--- src/rtl/core/eb_isa_pkg.sv ---
// ----------------------------------------------------------------------------
// eb_isa_pkg
// Shared types and constants of the eight-bit execute unit: opcodes, status
// codes, storage sizes, flag and result records.
// ----------------------------------------------------------------------------
`default_nettype none

package eb_isa_pkg;

    localparam int unsigned REG_COUNT  = 64;
    localparam int unsigned DATA_DEPTH = 64;
    localparam int unsigned PC_SPAN    = 1024;

    localparam logic [3:0] OP_ADD  = 4'd0;
    localparam logic [3:0] OP_SUB  = 4'd1;
    localparam logic [3:0] OP_MUL  = 4'd2;
    localparam logic [3:0] OP_LDI  = 4'd3;
    localparam logic [3:0] OP_BEQZ = 4'd4;
    localparam logic [3:0] OP_AND  = 4'd5;
    localparam logic [3:0] OP_OR   = 4'd6;
    localparam logic [3:0] OP_JR   = 4'd7;
    localparam logic [3:0] OP_SLC  = 4'd8;
    localparam logic [3:0] OP_SRC  = 4'd9;
    localparam logic [3:0] OP_LB   = 4'd10;
    localparam logic [3:0] OP_SB   = 4'd11;

    localparam logic [1:0] ST_OK      = 2'd0;
    localparam logic [1:0] ST_ILLEGAL = 2'd1;
    localparam logic [1:0] ST_RANGE   = 2'd2;

    typedef struct packed {
        logic c;
        logic v;
        logic n;
        logic s;
        logic z;
    } t_flags;

    typedef struct packed {
        logic [9:0] next_pc;
        logic       redirect;
        logic [1:0] status;
        logic       we;
        logic [7:0] wv;
        logic       store;
        t_flags     flags;
    } t_exec_res;

endpackage

`default_nettype wire

--- src/rtl/core/eight_bit_isa_execute_unit.sv ---
// ----------------------------------------------------------------------------
// eight_bit_isa_execute_unit
// Execute unit of a small eight-bit processor: 64 registers, 64-byte data
// store, C/V/N/S/Z flags and the program counter.
//
//   channel | direction | signals
//   --------+-----------+-----------------------------------------------------
//   in      | sink      | i_valid, o_stall, i_opcode, i_first_reg,
//           |           | i_second_field
//   out     | source    | o_valid, i_stall, o_next_pc, o_redirect, o_status,
//           |           | o_write_enable, o_write_reg, o_write_value, o_flag_*
//
// One instruction per cycle when unstalled; a beat fills the operand stage,
// then the result register. Operands come from registered RAM reads at the
// input beat; a write by the instruction ahead at that same edge is bypassed.
// Reset: PC, flags and valid bits clear; entries never written read as zero.
// An output stall holds the result register and then the operand stage.
// ----------------------------------------------------------------------------
`default_nettype none

module eight_bit_isa_execute_unit
    import eb_isa_pkg::*;
#(
    parameter int unsigned IMEM_DEPTH = 1024
) (
    input  wire logic       i_clk,
    input  wire logic       i_rst_n,
    input  wire logic       i_valid,
    output logic            o_stall,
    input  wire logic [3:0] i_opcode,
    input  wire logic [5:0] i_first_reg,
    input  wire logic [5:0] i_second_field,
    output logic            o_valid,
    input  wire logic       i_stall,
    output logic [9:0]      o_next_pc,
    output logic            o_redirect,
    output logic [1:0]      o_status,
    output logic            o_write_enable,
    output logic [5:0]      o_write_reg,
    output logic [7:0]      o_write_value,
    output logic            o_flag_c,
    output logic            o_flag_v,
    output logic            o_flag_n,
    output logic            o_flag_s,
    output logic            o_flag_z
);

    localparam int unsigned PC_LIMIT = (IMEM_DEPTH < PC_SPAN) ? IMEM_DEPTH : PC_SPAN;

    logic       acc;
    logic       s1_adv;
    logic       wr_now;
    logic       st_now;
    logic [7:0] a_val;
    logic [7:0] b_val;
    logic [7:0] d_val;
    logic [7:0] rf_a_q;
    logic [7:0] rf_b_q;
    logic [7:0] dm_q;
    t_exec_res  res;

    // operand stage
    logic       r_s1_valid, n_s1_valid;
    logic [3:0] r_s1_opcode;
    logic [5:0] r_s1_first_reg;
    logic [5:0] r_s1_second_field;
    logic       r_a_ram, r_b_ram, r_d_ram;
    logic [7:0] r_a_byp, r_b_byp, r_d_byp;

    // architectural state
    logic [REG_COUNT-1:0]  r_rf_vld;
    logic [DATA_DEPTH-1:0] r_dm_vld;
    logic [9:0]            r_pc;
    t_flags                r_flags;

    // result register
    logic       r_out_valid, n_out_valid;
    t_exec_res  r_out;
    logic [5:0] r_out_wreg;

    assign s1_adv  = r_s1_valid && (!r_out_valid || !i_stall);
    assign o_stall = r_s1_valid && !s1_adv;
    assign acc     = i_valid && !o_stall;
    assign wr_now  = s1_adv && res.we;
    assign st_now  = s1_adv && res.store;

    assign a_val = r_a_ram ? rf_a_q : r_a_byp;
    assign b_val = r_b_ram ? rf_b_q : r_b_byp;
    assign d_val = r_d_ram ? dm_q   : r_d_byp;

    eb_isa_ram #(.WIDTH(8), .DEPTH(REG_COUNT)) u_rf_a (
        .i_clk   (i_clk),
        .i_we    (wr_now),
        .i_waddr (r_s1_first_reg),
        .i_wdata (res.wv),
        .i_re    (acc),
        .i_raddr (i_first_reg),
        .o_rdata (rf_a_q)
    );

    eb_isa_ram #(.WIDTH(8), .DEPTH(REG_COUNT)) u_rf_b (
        .i_clk   (i_clk),
        .i_we    (wr_now),
        .i_waddr (r_s1_first_reg),
        .i_wdata (res.wv),
        .i_re    (acc),
        .i_raddr (i_second_field),
        .o_rdata (rf_b_q)
    );

    eb_isa_ram #(.WIDTH(8), .DEPTH(DATA_DEPTH)) u_dm (
        .i_clk   (i_clk),
        .i_we    (st_now),
        .i_waddr (r_s1_second_field),
        .i_wdata (a_val),
        .i_re    (acc),
        .i_raddr (i_second_field),
        .o_rdata (dm_q)
    );

    eb_isa_exec #(.PC_LIMIT(PC_LIMIT)) u_exec (
        .i_opcode       (r_s1_opcode),
        .i_second_field (r_s1_second_field),
        .i_a            (a_val),
        .i_b            (b_val),
        .i_ld           (d_val),
        .i_pc           (r_pc),
        .i_flags        (r_flags),
        .o_res          (res)
    );

    always_comb begin
        n_s1_valid = r_s1_valid;
        if (acc) begin
            n_s1_valid = 1'b1;
        end else if (s1_adv) begin
            n_s1_valid = 1'b0;
        end
        n_out_valid = r_out_valid;
        if (s1_adv) begin
            n_out_valid = 1'b1;
        end else if (!i_stall) begin
            n_out_valid = 1'b0;
        end
    end

    always_ff @(posedge i_clk) begin
        if (!i_rst_n) begin
            r_s1_valid  <= 1'b0;
            r_out_valid <= 1'b0;
            r_rf_vld    <= '0;
            r_dm_vld    <= '0;
            r_pc        <= '0;
            r_flags     <= '0;
        end else begin
            r_s1_valid  <= n_s1_valid;
            r_out_valid <= n_out_valid;
            if (wr_now) begin
                r_rf_vld[r_s1_first_reg] <= 1'b1;
            end
            if (st_now) begin
                r_dm_vld[r_s1_second_field] <= 1'b1;
            end
            if (s1_adv) begin
                r_pc    <= res.next_pc;
                r_flags <= res.flags;
            end
        end
    end

    // bypass the write of the instruction ahead when it lands on this beat
    always_ff @(posedge i_clk) begin
        if (acc) begin
            r_s1_opcode       <= i_opcode;
            r_s1_first_reg    <= i_first_reg;
            r_s1_second_field <= i_second_field;
            r_a_ram <= !(wr_now && r_s1_first_reg == i_first_reg) && r_rf_vld[i_first_reg];
            r_a_byp <= (wr_now && r_s1_first_reg == i_first_reg) ? res.wv : 8'd0;
            r_b_ram <= !(wr_now && r_s1_first_reg == i_second_field)
                       && r_rf_vld[i_second_field];
            r_b_byp <= (wr_now && r_s1_first_reg == i_second_field) ? res.wv : 8'd0;
            r_d_ram <= !(st_now && r_s1_second_field == i_second_field)
                       && r_dm_vld[i_second_field];
            r_d_byp <= (st_now && r_s1_second_field == i_second_field) ? a_val : 8'd0;
        end
        if (s1_adv) begin
            r_out      <= res;
            r_out_wreg <= res.we ? r_s1_first_reg : 6'd0;
        end
    end

    assign o_valid        = r_out_valid;
    assign o_next_pc      = r_out.next_pc;
    assign o_redirect     = r_out.redirect;
    assign o_status       = r_out.status;
    assign o_write_enable = r_out.we;
    assign o_write_reg    = r_out_wreg;
    assign o_write_value  = r_out.wv;
    assign o_flag_c       = r_out.flags.c;
    assign o_flag_v       = r_out.flags.v;
    assign o_flag_n       = r_out.flags.n;
    assign o_flag_s       = r_out.flags.s;
    assign o_flag_z       = r_out.flags.z;

    a_illegal_quiet: assert property (@(posedge i_clk) disable iff (!i_rst_n)
        o_valid && o_status == ST_ILLEGAL |-> !o_write_enable && !o_redirect)
        else $error("illegal opcode wrote a register or redirected");

    a_no_write_zero: assert property (@(posedge i_clk) disable iff (!i_rst_n)
        o_valid && !o_write_enable |-> o_write_reg == 6'd0 && o_write_value == 8'd0)
        else $error("write fields not cleared without a write");

    a_sign_flag: assert property (@(posedge i_clk) disable iff (!i_rst_n)
        o_valid |-> o_flag_s == (o_flag_n ^ o_flag_v))
        else $error("S flag differs from N xor V");

    a_redirect_ok: assert property (@(posedge i_clk) disable iff (!i_rst_n)
        o_valid && o_redirect |-> o_status == ST_OK)
        else $error("redirect with error status");

endmodule

`default_nettype wire

--- src/rtl/core/eb_isa_ram.sv ---
// ----------------------------------------------------------------------------
// eb_isa_ram
// Generic single-write, single-read RAM with registered, enabled read.
// ----------------------------------------------------------------------------
`default_nettype none

module eb_isa_ram #(
    parameter int unsigned WIDTH = 8,
    parameter int unsigned DEPTH = 64
) (
    input  wire logic                     i_clk,
    input  wire logic                     i_we,
    input  wire logic [$clog2(DEPTH)-1:0] i_waddr,
    input  wire logic [WIDTH-1:0]         i_wdata,
    input  wire logic                     i_re,
    input  wire logic [$clog2(DEPTH)-1:0] i_raddr,
    output logic      [WIDTH-1:0]         o_rdata
);

    logic [WIDTH-1:0] r_mem [DEPTH];
    logic [WIDTH-1:0] r_rdata;

    always_ff @(posedge i_clk) begin
        if (i_we) begin
            r_mem[i_waddr] <= i_wdata;
        end
        if (i_re) begin
            r_rdata <= r_mem[i_raddr];
        end
    end

    assign o_rdata = r_rdata;

endmodule

`default_nettype wire

--- src/rtl/core/eb_isa_exec.sv ---
// ----------------------------------------------------------------------------
// eb_isa_exec
// Combinational execute step: ALU, flags, branch and jump targets, PC range
// check and status for one decoded instruction.
// ----------------------------------------------------------------------------
`default_nettype none

module eb_isa_exec
    import eb_isa_pkg::*;
#(
    parameter int unsigned PC_LIMIT = 1024
) (
    input  wire logic [3:0] i_opcode,
    input  wire logic [5:0] i_second_field,
    input  wire logic [7:0] i_a,
    input  wire logic [7:0] i_b,
    input  wire logic [7:0] i_ld,
    input  wire logic [9:0] i_pc,
    input  wire t_flags     i_flags,
    output t_exec_res       o_res
);

    localparam logic [15:0] LIMIT = 16'(PC_LIMIT);

    logic [8:0]  sum;
    logic [7:0]  rslt;
    logic [15:0] prod;
    logic [15:0] rot_l;
    logic [15:0] rot_r;
    logic [15:0] target;
    logic        upd_nz;
    logic        jump;
    t_exec_res   res;

    always_comb begin
        sum    = {1'b0, i_a} + {1'b0, i_b};
        prod   = 16'(i_a) * 16'(i_b);
        rot_l  = {i_a, i_a} << i_second_field[2:0];
        rot_r  = {i_a, i_a} >> i_second_field[2:0];
        rslt   = '0;
        upd_nz = 1'b0;
        jump   = 1'b0;
        target = {6'b0, i_pc} + 16'd1;

        res          = '0;
        res.flags    = i_flags;
        res.status   = ST_OK;
        res.next_pc  = i_pc;

        case (i_opcode)
            OP_ADD: begin
                rslt         = sum[7:0];
                upd_nz       = 1'b1;
                res.flags.c  = sum[8];
                res.flags.v  = (i_a[7] == i_b[7]) && (rslt[7] != i_b[7]);
                res.we       = 1'b1;
            end
            OP_SUB: begin
                rslt         = i_a - i_b;
                upd_nz       = 1'b1;
                res.flags.v  = (i_a[7] != i_b[7]) && (rslt[7] == i_b[7]);
                res.we       = 1'b1;
            end
            OP_MUL: begin
                rslt   = prod[7:0];
                upd_nz = 1'b1;
                res.we = 1'b1;
            end
            OP_LDI: begin
                rslt   = {2'b0, i_second_field};
                res.we = 1'b1;
            end
            OP_BEQZ: begin
                if (i_a == 8'd0) begin
                    target = {6'b0, i_pc} + 16'd1 + {10'b0, i_second_field};
                    jump   = 1'b1;
                end
            end
            OP_AND: begin
                rslt   = i_a & i_b;
                upd_nz = 1'b1;
                res.we = 1'b1;
            end
            OP_OR: begin
                rslt   = i_a | i_b;
                upd_nz = 1'b1;
                res.we = 1'b1;
            end
            OP_JR: begin
                target = {i_a, i_b};
                jump   = 1'b1;
            end
            OP_SLC: begin
                rslt   = rot_l[15:8];
                upd_nz = 1'b1;
                res.we = 1'b1;
            end
            OP_SRC: begin
                rslt   = rot_r[7:0];
                upd_nz = 1'b1;
                res.we = 1'b1;
            end
            OP_LB: begin
                rslt   = i_ld;
                res.we = 1'b1;
            end
            OP_SB: begin
                res.store = 1'b1;
            end
            default: begin
                res.status = ST_ILLEGAL;
            end
        endcase

        if (upd_nz) begin
            res.flags.n = rslt[7];
            res.flags.z = (rslt == 8'd0);
            res.flags.s = rslt[7] ^ res.flags.v;
        end

        res.wv = res.we ? rslt : 8'd0;

        if (res.status == ST_OK) begin
            if (target >= LIMIT) begin
                res.status = ST_RANGE;
            end else begin
                res.next_pc  = target[9:0];
                res.redirect = jump;
            end
        end

        o_res = res;
    end

endmodule

`default_nettype wire
--- config.mk ---
export PLATFORM = sky130hd
export DESIGN_NAME = eight_bit_isa_execute_unit
export DESIGN_NICKNAME = d
export VERILOG_FILES = /design/src/rtl/core/eb_isa_pkg.sv /design/src/rtl/core/eight_bit_isa_execute_unit.sv /design/src/rtl/core/eb_isa_ram.sv /design/src/rtl/core/eb_isa_exec.sv
export SDC_FILE = /design/constraint.sdc
export NUM_CORES = 2
export LEC_CHECK = 0
export BUFFER_PORTS_ARGS = -buffer_cell sky130_fd_sc_hd__buf_4
export CORE_MARGIN = 1.5
export CORE_UTILIZATION = 40
export DETAILED_ROUTE_END_ITERATION = 8
export SETUP_SLACK_MARGIN = 0.1
export SLEW_MARGIN = 20
export SYNTH_ARGS = -nofsm -noshare
export SYNTH_HDL_FRONTEND = slang
export SYNTH_HIERARCHICAL = 1
export SYNTH_SLANG_ARGS = --single-unit
--- constraint.sdc ---
create_clock -name i_clk -period 8.2 [get_ports i_clk]
set_clock_uncertainty 0.2 [all_clocks]
set_input_delay 2.05 -clock i_clk [delete_from_list [all_inputs] [get_ports i_clk]]
set_output_delay 2.05 -clock i_clk [all_outputs]
set_load 0.005 [all_outputs]
Word-level counts from Yosys, hierarchy flattened
Memories as Yosys holds them, arrays and structs flattened. A register that Yosys moved wholly into a read port is not among the register bits.
Index checks and enable logic that the tools add are counted.
{ "word_totals": {"reg_bits": 221, "ram_bits": 1536, "output_inout_bits": 35, "mem_count": 3} }
{ "memory_table": {"columns": ["name", "words", "width", "read_ports", "rd_ports_with_merged_regs", "wr", "line_no", "source"], "rows": [
  ["u_dm.r_mem", 64, 8, 1, 1, 1, "eb_isa_ram.sv:20", "logic [WIDTH-1:0] r_mem [DEPTH];"],
  ["u_rf_a.r_mem", 64, 8, 1, 1, 1, "eb_isa_ram.sv:20", null],
  ["u_rf_b.r_mem", 64, 8, 1, 1, 1, "eb_isa_ram.sv:20", null]
]} }
{ "op_classes": {"n_addsub": 4, "mul": 1, "order_cmp": 7, "eq_ne": 19, "shifts": 2, "muxes": 37, "bitwise_logic": 6, "reduce_logical": 32} }
{ "ops": {"columns": ["operator", "count"], "rows": [
  ["64-bit bitwise OR", 2],
  ["8-bit case mux with 9 select lines", 1],
  ["8-bit 2-to-1 mux", 4],
  ["16-bit case mux with 2 select lines", 1],
  ["6-bit by 7-bit < comparator with 1-bit output, second input constant", 4],
  ["1-bit 2-to-1 mux", 19],
  ["1-bit binary-select mux with 6-bit select", 3],
  ["6-bit == test", 3],
  ["16-bit by 6-bit adder with 16-bit output", 1],
  ["4-bit by 3-bit == test with 1-bit output, second input constant", 4],
  ["4-bit == test, second input constant", 4],
  ["16-bit by 11-bit greater-or-equal comparator with 1-bit output, second input constant", 1],
  ["8-bit zero test", 2],
  ["16-bit 2-to-1 mux", 1],
  ["16-bit by 3-bit left shift with 16-bit output", 1],
  ["16-bit by 3-bit >> shifter with 8-bit output", 1],
  ["1-bit logical AND", 15],
  ["13-bit 2-to-1 mux", 1],
  ["1-bit demux with 6-bit select", 2],
  ["6-bit by 1-bit greater-or-equal comparator with 1-bit output, second input constant", 2],
  ["12-bit OR reduction", 1],
  ["10-bit by 1-bit adder with 11-bit output, second input constant", 1],
  ["11-bit 2-to-1 mux", 1],
  ["8-bit by 8-bit adder with 9-bit output", 1],
  ["other kinds (22)", 32]
]} }

Depth between registers and ports, before layout
{ "depth": {"depth_word": 8, "mapped_depth": 24, "ltp_nobuf": 21} }

Hierarchy
The synthesis kept the hierarchy.
{ "modules_own_cells": {"columns": ["mod", "n_inst", "cells_each", "area_per_inst_um2", "seq_area_each_um2"], "rows": [
  ["eb_isa_ram", 3, 940, 20246.9, 15615.0],
  ["eight_bit_isa_execute_unit", 1, 844, 9820.7, 5185.0],
  ["eb_isa_exec", 1, 501, 3633.5, 0.0]
]} }

Least setup slack after synthesis
No wires, ideal clock.
{ "synth_path": {"path_kind": "register to register", "startpoint": "reg r_a_ram", "endpoint": "reg r_out, in the netlist o_write_value[6], data pin", "t_arrival_ps": 6452, "t_required_ps": 7103, "path_slack_ps": 651, "stages_incl_launch_ff": 16, "synth_period_minus_slack_ps": 7549, "cell_sequence": "edfxtp_1 > clkbuf_1 > mux2_2 > clkinv_1 > nor2_1 > fa_1 > inv_1 > fa_1 > fa_1 > fa_1 > inv_1 > ha_1 > xor2_1 > o21ai_0 > a22oi_1 > o211ai_1"} }
{ "synth_rtl": {"columns": ["element", "line_no", "source"], "rows": [
  ["from (decl)", "eight_bit_isa_execute_unit.sv:67", "logic r_a_ram, r_b_ram, r_d_ram;"],
  ["from (signal assigned)", "eight_bit_isa_execute_unit.sv:177", "r_a_ram <= !(wr_now && r_s1_first_reg == i_first_reg) && r_rf_vld[i_first_reg];"],
  ["to (signal assigned)", "eight_bit_isa_execute_unit.sv:187", "r_out <= res;"],
  ["to (decl)", "eight_bit_isa_execute_unit.sv:78", "t_exec_res r_out;"]
]} }

==> flow_metrics.py <==
metrics = {
    "run_status": {
        "status": "finished clean",
    },
    "yosys": {
        "synthTopCellsByCount": "1,636 x edfxtp_1, 416 x mux4_2, 373 x nor2_1",
        "syn_nets": 4246,
        "synth_seq_cells": 1781,
        "ys_warn_count": 6,
        "ys_types": 84,
        "ys.flop_type": "edfxtp_1",
        "synth_edf_count": 1636,
        "yosysSeqAreaShare_pct": 70.1,
        "yosys.area.top_type": "edfxtp_1",
        "synthArstFlopShare_pct": 0,
        "syn_inst": 4165,
        "yosysMostFrequentCell": "edfxtp_1",
        "netlist_area_um2": 74200,
        "avgSynthCellArea_um2": 17.8,
        "yosysTopAreaCellShare_pct": 66.2,
        "synthTopCellsByArea": "edfxtp_1 66%, mux4_2 13%, dfxtp_1 3.9%",
    },
    "sta": {
        "rsz0062_at_grt": "false",
        "maxSlewViolCount": 0,
        "fin_crit_ns": 6.24,
        "worst_pin_slew_ns": 1.11,
        "finalCritPeriodShare_pct": 76.1,
        "hold_violations": 0,
        "max_slew_margin_pct": 26.3,
        "tns_ns": 0,
        "final-setup-viol-count": 0,
        "fin_ws_ns": 1.96,
        "fmax_ghz": 0.160,
    },
    "detailed_routing": {
        "wl_mm": 178,
        "num_vias": 38900,
        "drt_drc_violations_left": 0,
        "dr.first_iter.drc_count": 3489,
        "first_pass_iters": 7,
        "via_per_inst": 5.67,
        "wire_per_inst_um": 26.0,
        "ant_nets": 0,
    },
    "pwr": {
        "pwr_density_cell_nw_per_um2": 242,
        "leakage_nw": 26.6,
        "ir_worst_vdd_mv": 0.175,
    },
    "grt": {
        "antenna_found_initial": 1,
        "grt_first_pass_wirelength_mm": 264,
        "grt_pass1_vias": 38800,
        "grt.total_usage_pct": 18.9,
        "grt_max_degree": 118,
        "gr-total-overflow": 0,
    },
    "cts": {
        "cts_resized": 0,
        "cts_tree": "yes",
        "cts_made_buffers": 184,
        "worstSkewPairLatency_ns": 0.84,
        "cts_root_buf": "clkbuf_16",
        "postCtsHoldBufs": 0,
        "clk_pin_slew_worst_paths_ns": 0.07,
        "htree_levels": 4,
        "clock_sinks": 1781,
        "cts_max_path_buffers": 3,
        "cts_setup_buffers": 0,
    },
    "floorplan": {
        "rows": 157,
        "ios": 55,
        "die_w_um": 434,
        "dieArea_um2": 188000,
        "die_y_um": 434,
        "start_util_pct": 40.4,
        "design.core.area_um2": 184000,
    },
    "critical_path": {
        "crit_fanout": 112,
        "worstSetupPathType": "reg2reg",
        "cp-start-kind": "flip-flop",
        "critPathArrivalTime_ns": 6.43,
        "end_kind": "flip-flop",
        "critical_path_required_ns": 8.39,
        "r2r_cells": 15,
    },
    "final_layout": {
        "layout-drive-gt1-share_pct": 21.0,
        "nFillCells": 15600,
        "nNetsFinal": 4319,
        "reg.largest.list": "u_dm/r_mem x512, u_rf_a/r_mem x512, u_rf_b/r_mem x512",
        "finalNonFillerCells": 6856,
        "diodes": 0,
        "area_growth_pct": 12.2,
    },
    "min_path": {
        "hold_class": "reg2reg",
        "hold_path_depth": 1,
    },
    "place": {
        "numPortBuffers": 54,
        "dpl.cell_count": 6515,
        "dpl_worst_slack_ns": 1.77,
        "hpwlAfterDp_mm": 107,
        "place_congestion": 0.882,
    },
    "flow_run": {
        "cap_violations": 0,
    },
}
layout make-up:
type | count | area, um2 | area share [%]
flip-flops and latches | 1781 | 52000 | 62.5
repair buffers | 125 | 1090 | 1.31
inverters | 60 | 225 | 0.271
well taps | 2464 | 3080 | 3.70
clock buffers | 230 | 4840 | 5.81
multi-input cells | 2086 | 20700 | 24.8
clock inverters | 110 | 1300 | 1.56
layer usage:
metal | GRT usage, % | wire [um]
met5 | 0 | 0
met4 | 5.41 | 4390
met2 | 31.5 | 89000
met3 | 2.48 | 8780
met1 | 26.1 | 76200
worst paths after layout:
| kind | to | slack (ns) | startpoint |
|---|---|---|---|
| setup / recovery | u_rf_a/r_mem[7][7]$_DFFE_PP_ | 1.96 | r_a_ram$_DFFE_PP_ |
| hold / removal | r_dm_vld[52]$_SDFFE_PN0P_ | 0.26 | r_dm_vld[52]$_SDFFE_PN0P_ |
| setup reg to reg | u_rf_a/r_mem[7][7]$_DFFE_PP_ | 1.96 | r_a_ram$_DFFE_PP_ |
| hold reg to reg | r_dm_vld[52]$_SDFFE_PN0P_ | 0.26 | r_dm_vld[52]$_SDFFE_PN0P_ |
cells in the final DEF, fill, tap and decap left out, drive strengths merged, types with 19 or more instances in the layout:
master / n
a211oi: 19
nor2: 373
dfxtp: 145
a221oi: 25
ha: 46
inv: 63
nand3: 62
nand2: 159
clkinv: 79
a21oi: 108
a22oi: 19
mux2: 87
mux2i: 88
o21a: 67
o22ai: 29
o21ai: 41
buf: 125
and2: 29
bufinv: 19
edfxtp: 1636
o221ai: 30
clkbuf: 230
nand2b: 29
nor2b: 137
xor2: 23
mux4: 433
xnor2: 26
nor3: 44
stage by stage:
step / utilization [%] / hold slack (ns) / instance area [um2] / total power [mW]
after floorplan: - / 0.235 / 74200 / 11.5
final: 45.3 / 0.261 / 83200 / 20.2
after global routing: 45.3 / 0.272 / 83200 / 20.8
after global placement: 42.0 / 0.242 / 77100 / 12.0
after detailed placement: 42.0 / 0.251 / 77100 / 12.0
after CTS: 45.3 / 0.264 / 83200 / 20.4
report_power, final:
part | leakage (nW) | total (mW) | switching (mW) | internal (mW)
Combinational | 7.51 | 1.54 | 1.05 | 0.485
Clock | 2.94 | 8.37 | 3.54 | 4.83
Sequential | 16.1 | 10.3 | 0.0339 | 10.2
critical path: stages (launching register included):
cell,delay (ns)
edfxtp_1,0.54
mux2_2,0.46
ha_1,0.33
fa_1,0.48
fa_1,0.49
ha_1,0.29
inv_1,0.05
fa_1,0.52
inv_1,0.04
ha_1,0.32
a21o_1,0.17
a21oi_1,0.28
xnor3_1,0.29
o21ai_1,0.07
or4_4,0.75
buf_6,0.31
cell families after synthesis:
group                    synth area share [%]
adder cells (fa/ha/maj)                  1.18
multiplexers                             15.7
AO/OA/AOI/OAI                            4.24
AND/OR/NAND/NOR                          5.94
XOR/XNOR                                0.669
flip-flops                               70.1
buffers and inverters                    2.11
Note: power is estimated with default switching activity, not from simulation.
